**config.mk**
```make
export PLATFORM = sky130hd
export DESIGN_NAME = ycbcr444_block_to_rgb_pixels
export DESIGN_NICKNAME = d
export VERILOG_FILES = /design/src/ycc2rgb_pkg.sv /design/src/ycbcr444_block_to_rgb_pixels.sv
export SDC_FILE = /design/constraint.sdc
export NUM_CORES = 1
export LEC_CHECK = 0
export BUFFER_PORTS_ARGS = -buffer_cell sky130_fd_sc_hd__buf_2
export CAP_MARGIN = 0
export CORE_MARGIN = 5
export CORE_UTILIZATION = 45
export DETAILED_ROUTE_END_ITERATION = 10
export GPL_TIMING_DRIVEN = 0
export PLACE_DENSITY = 0.7
export SLEW_MARGIN = 20
export SYNTH_ARGS = -nofsm -noshare
export SYNTH_HDL_FRONTEND = slang
export SYNTH_SLANG_ARGS = --single-unit
```
**constraint.sdc**
```tcl
create_clock -name clk -period 18.2 [get_ports clk]
set_clock_uncertainty 0.2 [all_clocks]
set_input_delay 1.82 -clock clk [delete_from_list [all_inputs] [get_ports clk]]
set_output_delay 1.82 -clock clk [all_outputs]
set_load 0.01 [all_outputs]
```
**src/ycc2rgb_pkg.sv**
```systemverilog
// Package with the shared constants, types and color helpers of the block to pixel converter.
package ycc2rgb_pkg;

  // Field widths fixed by the interface.
  localparam int SAMPLE_W = 12;
  localparam int CFG_W    = 13;
  localparam int COORD_W  = 12;
  localparam int COLOR_W  = 8;
  localparam int CFG_IDX_W = 1;

  // Block geometry.
  localparam int BLOCK_SIZE = 8;
  localparam int BLK_SHIFT  = 3;
  localparam int IDX_W      = 6;

  // Fixed-point color arithmetic in Q14.
  localparam int Q_BITS = 14;
  localparam int SUM_W  = 28;

  typedef logic signed [SUM_W-1:0] csum_t;
  typedef logic signed [SAMPLE_W-1:0] sample_t;
  typedef logic [COLOR_W-1:0] color_t;

  localparam csum_t COEF_R_CR    = csum_t'(22970);
  localparam csum_t COEF_G_CB    = csum_t'(5638);
  localparam csum_t COEF_G_CR    = csum_t'(11700);
  localparam csum_t COEF_B_CB    = csum_t'(29032);
  localparam csum_t COLOR_OFFSET = csum_t'(128);
  localparam color_t COLOR_MAX   = 8'hFF;

  // Register indexes of the configuration port.
  localparam logic [CFG_IDX_W-1:0] REG_IMAGE_WIDTH  = 1'b0;
  localparam logic [CFG_IDX_W-1:0] REG_IMAGE_HEIGHT = 1'b1;

  // Reset value of both size registers.
  localparam logic [CFG_W-1:0] DIM_RESET = 13'd4096;

  // Floor of a Q14 sum, clamped to the 0..255 range.
  function automatic color_t to_byte(input csum_t sum);
    color_t res;
    if (sum[SUM_W-1]) begin
      res = '0;
    end else if (|sum[SUM_W-2:Q_BITS+COLOR_W]) begin
      res = COLOR_MAX;
    end else begin
      res = sum[Q_BITS+COLOR_W-1:Q_BITS];
    end
    return res;
  endfunction

endpackage

```
**src/ycbcr444_block_to_rgb_pixels.sv**
```systemverilog
// Top level of the YCbCr 4:4:4 block sample to RGB pixel converter.
// Samples of 8x8 blocks arrive one word per cycle while in_ready is high, 64 per block,
// blocks in raster order, and the block keeps the position of the next sample itself. Each
// word is placed at column k mod 8 and at row 7 - k div 8 of its block (rows are flipped),
// words whose pixel falls outside the configured image size are dropped without a result,
// and kept words come out as one clamped RGB word with the pixel coordinates. The block
// takes one word every cycle unless out_ready holds it back; a result leaves through an
// input stage and a result register, each holding one word. The user must write the image
// size through the configuration port only while no words are in flight, which the block
// does not check; a size of zero acts as one and a size above MAX_DIM acts as MAX_DIM.
module ycbcr444_block_to_rgb_pixels #(
  parameter int MAX_DIM = 4096
) (
  input  logic                                   clk,
  input  logic                                   rst_n,
  input  logic                                   cfg_we,
  input  logic [ycc2rgb_pkg::CFG_IDX_W-1:0]      cfg_index,
  input  logic [ycc2rgb_pkg::CFG_W-1:0]          cfg_data,
  input  logic                                   in_valid,
  output logic                                   in_ready,
  input  logic signed [ycc2rgb_pkg::SAMPLE_W-1:0] in_luma_sample,
  input  logic signed [ycc2rgb_pkg::SAMPLE_W-1:0] in_blue_chroma,
  input  logic signed [ycc2rgb_pkg::SAMPLE_W-1:0] in_red_chroma,
  output logic                                   out_valid,
  input  logic                                   out_ready,
  output logic [ycc2rgb_pkg::COORD_W-1:0]        out_pixel_x,
  output logic [ycc2rgb_pkg::COORD_W-1:0]        out_pixel_y,
  output logic [ycc2rgb_pkg::COLOR_W-1:0]        out_red_out,
  output logic [ycc2rgb_pkg::COLOR_W-1:0]        out_green_out,
  output logic [ycc2rgb_pkg::COLOR_W-1:0]        out_blue_out
);
  import ycc2rgb_pkg::*;

  localparam int DIM_W = $clog2(MAX_DIM + 1);
  localparam int NBLK  = (MAX_DIM + BLOCK_SIZE - 1) / BLOCK_SIZE;
  localparam int COL_W = (NBLK > 1) ? $clog2(NBLK) : 1;
  localparam int XW    = COL_W + BLK_SHIFT;
  localparam int PW    = (XW > COORD_W) ? XW : COORD_W;
  localparam int EW    = (CFG_W > DIM_W) ? CFG_W : DIM_W;
  localparam int CW    = (PW > DIM_W) ? PW : DIM_W;
  localparam logic [IDX_W-1:0] LAST_IDX = {IDX_W{1'b1}};

  // Effective image size: zero acts as one, values above the maximum are capped.
  function automatic logic [DIM_W-1:0] eff_dim(input logic [CFG_W-1:0] v);
    logic [DIM_W-1:0] res;
    if (v == '0) begin
      res = DIM_W'(1);
    end else if (EW'(v) > EW'(MAX_DIM)) begin
      res = DIM_W'(MAX_DIM);
    end else begin
      res = DIM_W'(v);
    end
    return res;
  endfunction

  function automatic logic [COL_W:0] blk_count(input logic [DIM_W-1:0] dim);
    logic [DIM_W:0] tmp;
    tmp = (DIM_W+1)'(dim) + (DIM_W+1)'(BLOCK_SIZE - 1);
    return (COL_W+1)'(tmp >> BLK_SHIFT);
  endfunction

  // Image size and block counts, kept ready for use.
  logic [DIM_W-1:0] width_r, height_r;
  logic [COL_W:0]   cols_r, rows_r;

  // Position of the next sample.
  logic [IDX_W-1:0] idx_r;
  logic [COL_W-1:0] col_r, row_r;

  // Input stage.
  logic           s1_valid_r;
  sample_t        s1_luma_r, s1_cb_r, s1_cr_r;
  logic [XW-1:0]  s1_x_r, s1_y_r;

  // Result register.
  logic           out_valid_r;
  logic [COORD_W-1:0] out_x_r, out_y_r;
  color_t         out_red_r, out_green_r, out_blue_r;

  logic           in_fire;
  logic           s1_ready;
  logic [XW-1:0]  pos_x, pos_y;
  logic           keep;
  logic [PW-1:0]  s1_x_ext, s1_y_ext;
  csum_t          base, sum_r, sum_g, sum_b;

  assign s1_ready = !out_valid_r || out_ready;
  assign in_ready = !s1_valid_r || s1_ready;
  assign in_fire  = in_valid && in_ready;

  // Row index inside the block is flipped: 7 - k div 8 is the inverse of the upper bits.
  assign pos_x = {col_r, idx_r[BLK_SHIFT-1:0]};
  assign pos_y = {row_r, ~idx_r[IDX_W-1:BLK_SHIFT]};
  assign keep  = (CW'(pos_x) < CW'(width_r)) && (CW'(pos_y) < CW'(height_r));

  always_ff @(posedge clk) begin
    if (!rst_n) begin
      width_r  <= eff_dim(DIM_RESET);
      height_r <= eff_dim(DIM_RESET);
      cols_r   <= blk_count(eff_dim(DIM_RESET));
      rows_r   <= blk_count(eff_dim(DIM_RESET));
    end else if (cfg_we) begin
      unique case (cfg_index)
        REG_IMAGE_WIDTH: begin
          width_r <= eff_dim(cfg_data);
          cols_r  <= blk_count(eff_dim(cfg_data));
        end
        REG_IMAGE_HEIGHT: begin
          height_r <= eff_dim(cfg_data);
          rows_r   <= blk_count(eff_dim(cfg_data));
        end
        default: begin
        end
      endcase
    end
  end

  always_ff @(posedge clk) begin
    if (!rst_n) begin
      idx_r <= '0;
      col_r <= '0;
      row_r <= '0;
    end else if (in_fire) begin
      idx_r <= idx_r + IDX_W'(1);
      if (idx_r == LAST_IDX) begin
        // A column or row left beyond a smaller new size wraps here as well.
        if ((COL_W+1)'(col_r) + (COL_W+1)'(1) >= cols_r) begin
          col_r <= '0;
          if ((COL_W+1)'(row_r) + (COL_W+1)'(1) >= rows_r) begin
            row_r <= '0;
          end else begin
            row_r <= row_r + COL_W'(1);
          end
        end else begin
          col_r <= col_r + COL_W'(1);
        end
      end
    end
  end

  always_ff @(posedge clk) begin
    if (!rst_n) begin
      s1_valid_r <= 1'b0;
    end else if (in_ready) begin
      s1_valid_r <= in_fire && keep;
    end
  end

  always_ff @(posedge clk) begin
    if (in_fire) begin
      s1_luma_r <= in_luma_sample;
      s1_cb_r   <= in_blue_chroma;
      s1_cr_r   <= in_red_chroma;
      s1_x_r    <= pos_x;
      s1_y_r    <= pos_y;
    end
  end

  always_comb begin
    base  = (csum_t'(s1_luma_r) + COLOR_OFFSET) <<< Q_BITS;
    sum_r = base + csum_t'(s1_cr_r) * COEF_R_CR;
    sum_g = base - csum_t'(s1_cb_r) * COEF_G_CB - csum_t'(s1_cr_r) * COEF_G_CR;
    sum_b = base + csum_t'(s1_cb_r) * COEF_B_CB;
  end

  assign s1_x_ext = PW'(s1_x_r);
  assign s1_y_ext = PW'(s1_y_r);

  always_ff @(posedge clk) begin
    if (!rst_n) begin
      out_valid_r <= 1'b0;
    end else if (s1_ready) begin
      out_valid_r <= s1_valid_r;
    end
  end

  always_ff @(posedge clk) begin
    if (s1_ready && s1_valid_r) begin
      out_x_r     <= s1_x_ext[COORD_W-1:0];
      out_y_r     <= s1_y_ext[COORD_W-1:0];
      out_red_r   <= to_byte(sum_r);
      out_green_r <= to_byte(sum_g);
      out_blue_r  <= to_byte(sum_b);
    end
  end

  assign out_valid     = out_valid_r;
  assign out_pixel_x   = out_x_r;
  assign out_pixel_y   = out_y_r;
  assign out_red_out   = out_red_r;
  assign out_green_out = out_green_r;
  assign out_blue_out  = out_blue_r;

`ifndef SYNTH
  // The last sample of a block always brings the index back to the first one.
  a_idx_wrap: assert property (@(posedge clk) disable iff (!rst_n)
    (in_fire && idx_r == LAST_IDX) |=> (idx_r == '0))
    else $error("sample index did not wrap after the last sample of a block");

  // The block row moves only when the block column wraps.
  a_row_hold: assert property (@(posedge clk) disable iff (!rst_n)
    (in_fire && (idx_r != LAST_IDX ||
                 (COL_W+1)'(col_r) + (COL_W+1)'(1) < cols_r)) |=> $stable(row_r))
    else $error("block row changed without a column wrap");

  // Only samples inside the image reach the input stage.
  a_inside: assert property (@(posedge clk) disable iff (!rst_n)
    s1_valid_r |-> ((CW'(s1_x_r) < CW'(width_r)) && (CW'(s1_y_r) < CW'(height_r))))
    else $error("input stage holds a sample outside the image");

  // With the result register empty, the converter must take a new word.
  a_no_stall: assert property (@(posedge clk) disable iff (!rst_n)
    !out_valid_r |-> in_ready)
    else $error("input stalled while the result register was empty");
`endif

endmodule
```
==> results_tabular.tex <==
\begin{tabular}{lr}
\hline
Metric & Value \\
\hline
\multicolumn{2}{l}{\textbf{Run status}} \\
Result of the run & complete, no violations \\
\multicolumn{2}{l}{\textbf{Clock network}} \\
CTS tree & yes \\
Clock Pin Slew Worst Setup and Hold Paths & 0.08 ns \\
Post-cts gate resize count & 0 \\
Total CTS buffers & 17 \\
Setup Buffers After CTS & 0 \\
Count of hold-fix buffers inserted at cts & 0 \\
Maximum root-to-sink buffer count & 2 \\
Root buffer cell & sky130\_fd\_sc\_hd\_\_clkbuf\_16 \\
Sinks on the clock net & 180 \\
Maximum level of the CTS H-tree & 4 \\
Clock Latency Late Sink & 0.48 ns \\
\multicolumn{2}{l}{\textbf{STA}} \\
Highest attainable clock frequency & 114 MHz \\
Final hold slack & 0.222 ns \\
Setup repair after global routing missed its margin & false \\
Time the worst path needs with I/O delays and setup & 8.74 ns \\
Hold Violations, Final & 0 \\
Final-layout setup total negative slack & 0 ns \\
Period Utilization, post-route & 48.0\% \\
Slew headroom & 34.9\% \\
Final Max Tran Viols & 0 \\
Pin slew with the least headroom to its limit & just under 1 ns \\
Number of failing setup endpoints in the final timing report & 0 \\
\multicolumn{2}{l}{\textbf{Worst setup path}} \\
Required time at the worst-slack endpoint & 18.16 ns \\
Register-to-register setup slack & $\sim$9.5 ns \\
Critical-path cell with the highest stage delay & sky130\_fd\_sc\_hd\_\_edfxtp\_1 \\
Maximum fanout encountered on the critical timing path & 8 \\
Largest stage delay, worst path & about 0.64 ns \\
Category of the worst setup path capture point & register \\
Crit path arrival time & 8.70 ns \\
Number of buffer and inverter stages on the critical path & 5 \\
Family with the most delay on the worst path & adder cells \\
Start point of the critical path & s1\_cr\_r[7] \\
CP startpoint kind & register \\
Critical R2R Launch & s1\_cr\_r[7] \\
WS Path Type & register to register \\
\multicolumn{2}{l}{\textbf{Drt}} \\
Initial drt markers & 760 \\
Number of nets with antenna violations after routing & 0 \\
Wire length per cell after detailed routing & 16.1 um \\
Total DRC errors in the routed layout & 0 \\
Total number of vias & 14600 \\
Final wirelength & 45800 um \\
Average vias per placed instance & 5.13 \\
Number of iterations in the first detailed-routing pass & 5 \\
\multicolumn{2}{l}{\textbf{Floorplanning}} \\
Chip Height & 223 um \\
Die Outline Area & 0.0496 sq mm \\
CORE AREA & 0.0451 sq mm \\
Number of top-level pins & around 110 \\
Die X & 223 um \\
Initial standard-cell utilization of the core & 45.2\% \\
Placement Rows & just under 80 \\
\multicolumn{2}{l}{\textbf{Global route}} \\
First-pass GRT wire length & 76000 um \\
Total global-route track usage & 19.0\% \\
Congestion Overflow GR & 0 \\
Number of antenna violations at the first check in global routing & 1 \\
Maximum number of pins on one net before global-route repair & 67 \\
Vias in the first global route & roughly 15000 \\
\multicolumn{2}{l}{\textbf{Placement}} \\
Number of input and output port buffers inserted & just over 100 \\
Final RePlAce weighted congestion & 0.894 \\
Placed cell count & 2805 \\
Detail Placement HPWL & 38300 um \\
\multicolumn{2}{l}{\textbf{Layout}} \\
Fraction of final layout cells with drive strength greater than 1 & 7.42\% \\
Final core occ & 49.5\% \\
Non-filler cells in the finished layout & about 2800 \\
Area added between synthesis and finish & 9.48\% \\
Number of filler cells placed in the layout & 4224 \\
Nets@finish & 2846 \\
\multicolumn{2}{l}{\textbf{Synthesis}} \\
Count of unique library cells instantiated by Yosys & 75 \\
Number of synthesized register bits & 180 \\
Cell area after synthesis & 0.0204 sq mm \\
Count of yosys warnings during synthesis & 0 \\
Number of synthesized flops with an enable pin & between 100 and 150 \\
Synthesized Nets & 2722 \\
Sequential cell area fraction in the yosys report & 23.0\% \\
Proportion of synthesized flip-flops having asynchronous set or reset & 0\% \\
Average size of a mapped cell & 9.70 sq um \\
Most frequently used flop master after synthesis & sky130\_fd\_sc\_hd\_\_edfxtp\_1 \\
Number of instances in the synthesized netlist & 2100 \\
\multicolumn{2}{l}{\textbf{Min path}} \\
Hold/Removal Path Class & register to register \\
Hold path startpoint & s1\_y\_ext[3] \\
\multicolumn{2}{l}{\textbf{Run}} \\
Maximum capacitance violations & 0 \\
\hline
\end{tabular}
==> placed cells by master (no fill, tap or decap), drive strengths merged, types with 7 or more instances in the layout <==
master / instances
a211oi: 15
a21boi: 40
a21o: 42
a21oi: 87
a31oi: 12
and2: 13
and3: 10
buf: 115
clkbuf: 33
dfxtp: 72
edfxtp: 108
fa: 183
ha: 384
inv: 465
nand2: 128
nand2b: 23
nand3: 39
nor2: 90
nor2b: 29
nor3: 36
o211ai: 9
o21a: 28
o21ai: 54
o22ai: 7
or3: 7
xnor2: 82
xor2: 38
==> synthesized netlist by cell type (7+ instances only) <==
library cell	count	area, sq um
sky130_fd_sc_hd__and3_1	10	62.6
sky130_fd_sc_hd__inv_1	459	1720
sky130_fd_sc_hd__nand2b_1	23	144
sky130_fd_sc_hd__or3_1	7	43.8
sky130_fd_sc_hd__o211ai_1	9	67.6
sky130_fd_sc_hd__clkbuf_1	15	56.3
sky130_fd_sc_hd__dfxtp_1	72	1440
sky130_fd_sc_hd__and2_1	13	81.3
sky130_fd_sc_hd__xnor2_1	81	709
sky130_fd_sc_hd__a21boi_0	36	270
sky130_fd_sc_hd__xor2_1	38	333
sky130_fd_sc_hd__edfxtp_1	108	3240
sky130_fd_sc_hd__a21o_1	42	315
sky130_fd_sc_hd__a21oi_1	86	430
sky130_fd_sc_hd__o22ai_1	7	43.8
sky130_fd_sc_hd__o21ai_0	48	240
sky130_fd_sc_hd__nor2b_1	29	181
sky130_fd_sc_hd__ha_1	384	4800
sky130_fd_sc_hd__fa_1	183	3660
sky130_fd_sc_hd__a211oi_1	15	113
sky130_fd_sc_hd__nor3_1	36	180
sky130_fd_sc_hd__nand2_1	128	480
sky130_fd_sc_hd__o21a_1	27	203
sky130_fd_sc_hd__a31oi_1	11	68.8
sky130_fd_sc_hd__nand3_1	39	195
sky130_fd_sc_hd__nor2_1	89	334
==> stage by stage <==
step                      instance area, sq um  setup slack [ns]
after global placement                   21600              9.66
after floorplan                          20400             10.73
after global routing                     22300              8.92
after CTS                                22300              9.44
after detailed placement                 21700              9.51
final                                    22300              9.46
==> layout make-up <==
| class | instances | area [sq um] | area share (%) |
|---|---|---|---|
| multi-input combinational | 1436 | 13900 | 62.1 |
| sequential | 180 | 4680 | 21.0 |
| inverter | 459 | 1720 | 7.72 |
| tap | 600 | 751 | 3.37 |
| timing repair buffer | 105 | 556 | 2.49 |
| clock buffer | 18 | 429 | 1.92 |
| clock inverter | 14 | 186 | 0.836 |
| buffer | 25 | 111 | 0.499 |
| antenna | 1 | 2.50 | 0.0112 |
==> worst register-to-register path: cells and delay by family, from the launching register on <==
kind	cells	cell delay, ns
AO/OA/AOI/OAI	9	2.44
adder cells (fa/ha/maj)	8	3.61
XOR/XNOR	1	0.12
flip-flops	1	0.64
buffers and inverters	5	0.38
multiplexers	1	0.16
AND/OR/NAND/NOR	2	0.87
==> flip-flops by register name, indices dropped and copies added (netlist names), 10 cells and up <==
register	cells
width_r	13
rows_r	10
out_pixel_x	12
s1_cb_r	12
s1_luma_r	12
cols_r	10
out_pixel_y	12
s1_cr_r	12
height_r	13
s1_x_ext	12
s1_y_ext	12
==> cells by family after synthesis <==
logic type / synth area share [%]
simple gates: 9.54
mux: 0.246
buf+inv: 9.00
compound gates: 11.3
fa+ha+maj: 41.6
flops: 23.0
xor+xnor: 5.31
==> metal layers <==
layer  GRT usage (%)  wire (um)  vias up
li1                -          -     7192
met1            24.7      20700     7042
met2            32.5      22400      270
met3            2.81       1580       69
met4            6.26       1150        0
met5               0          0        -
==> final timing paths <==
kind                      endpoint  depth (start not counted)
setup / recovery  out_green_out[7]                         26
hold / removal      out_pixel_y[3]                          0
setup reg to reg  out_green_out[7]                         26
hold reg to reg     out_pixel_y[3]                          0
Power is left out: the tool's default activity adds up to more than one toggle a clock period on the data nets, which glitch-free logic cannot reach.
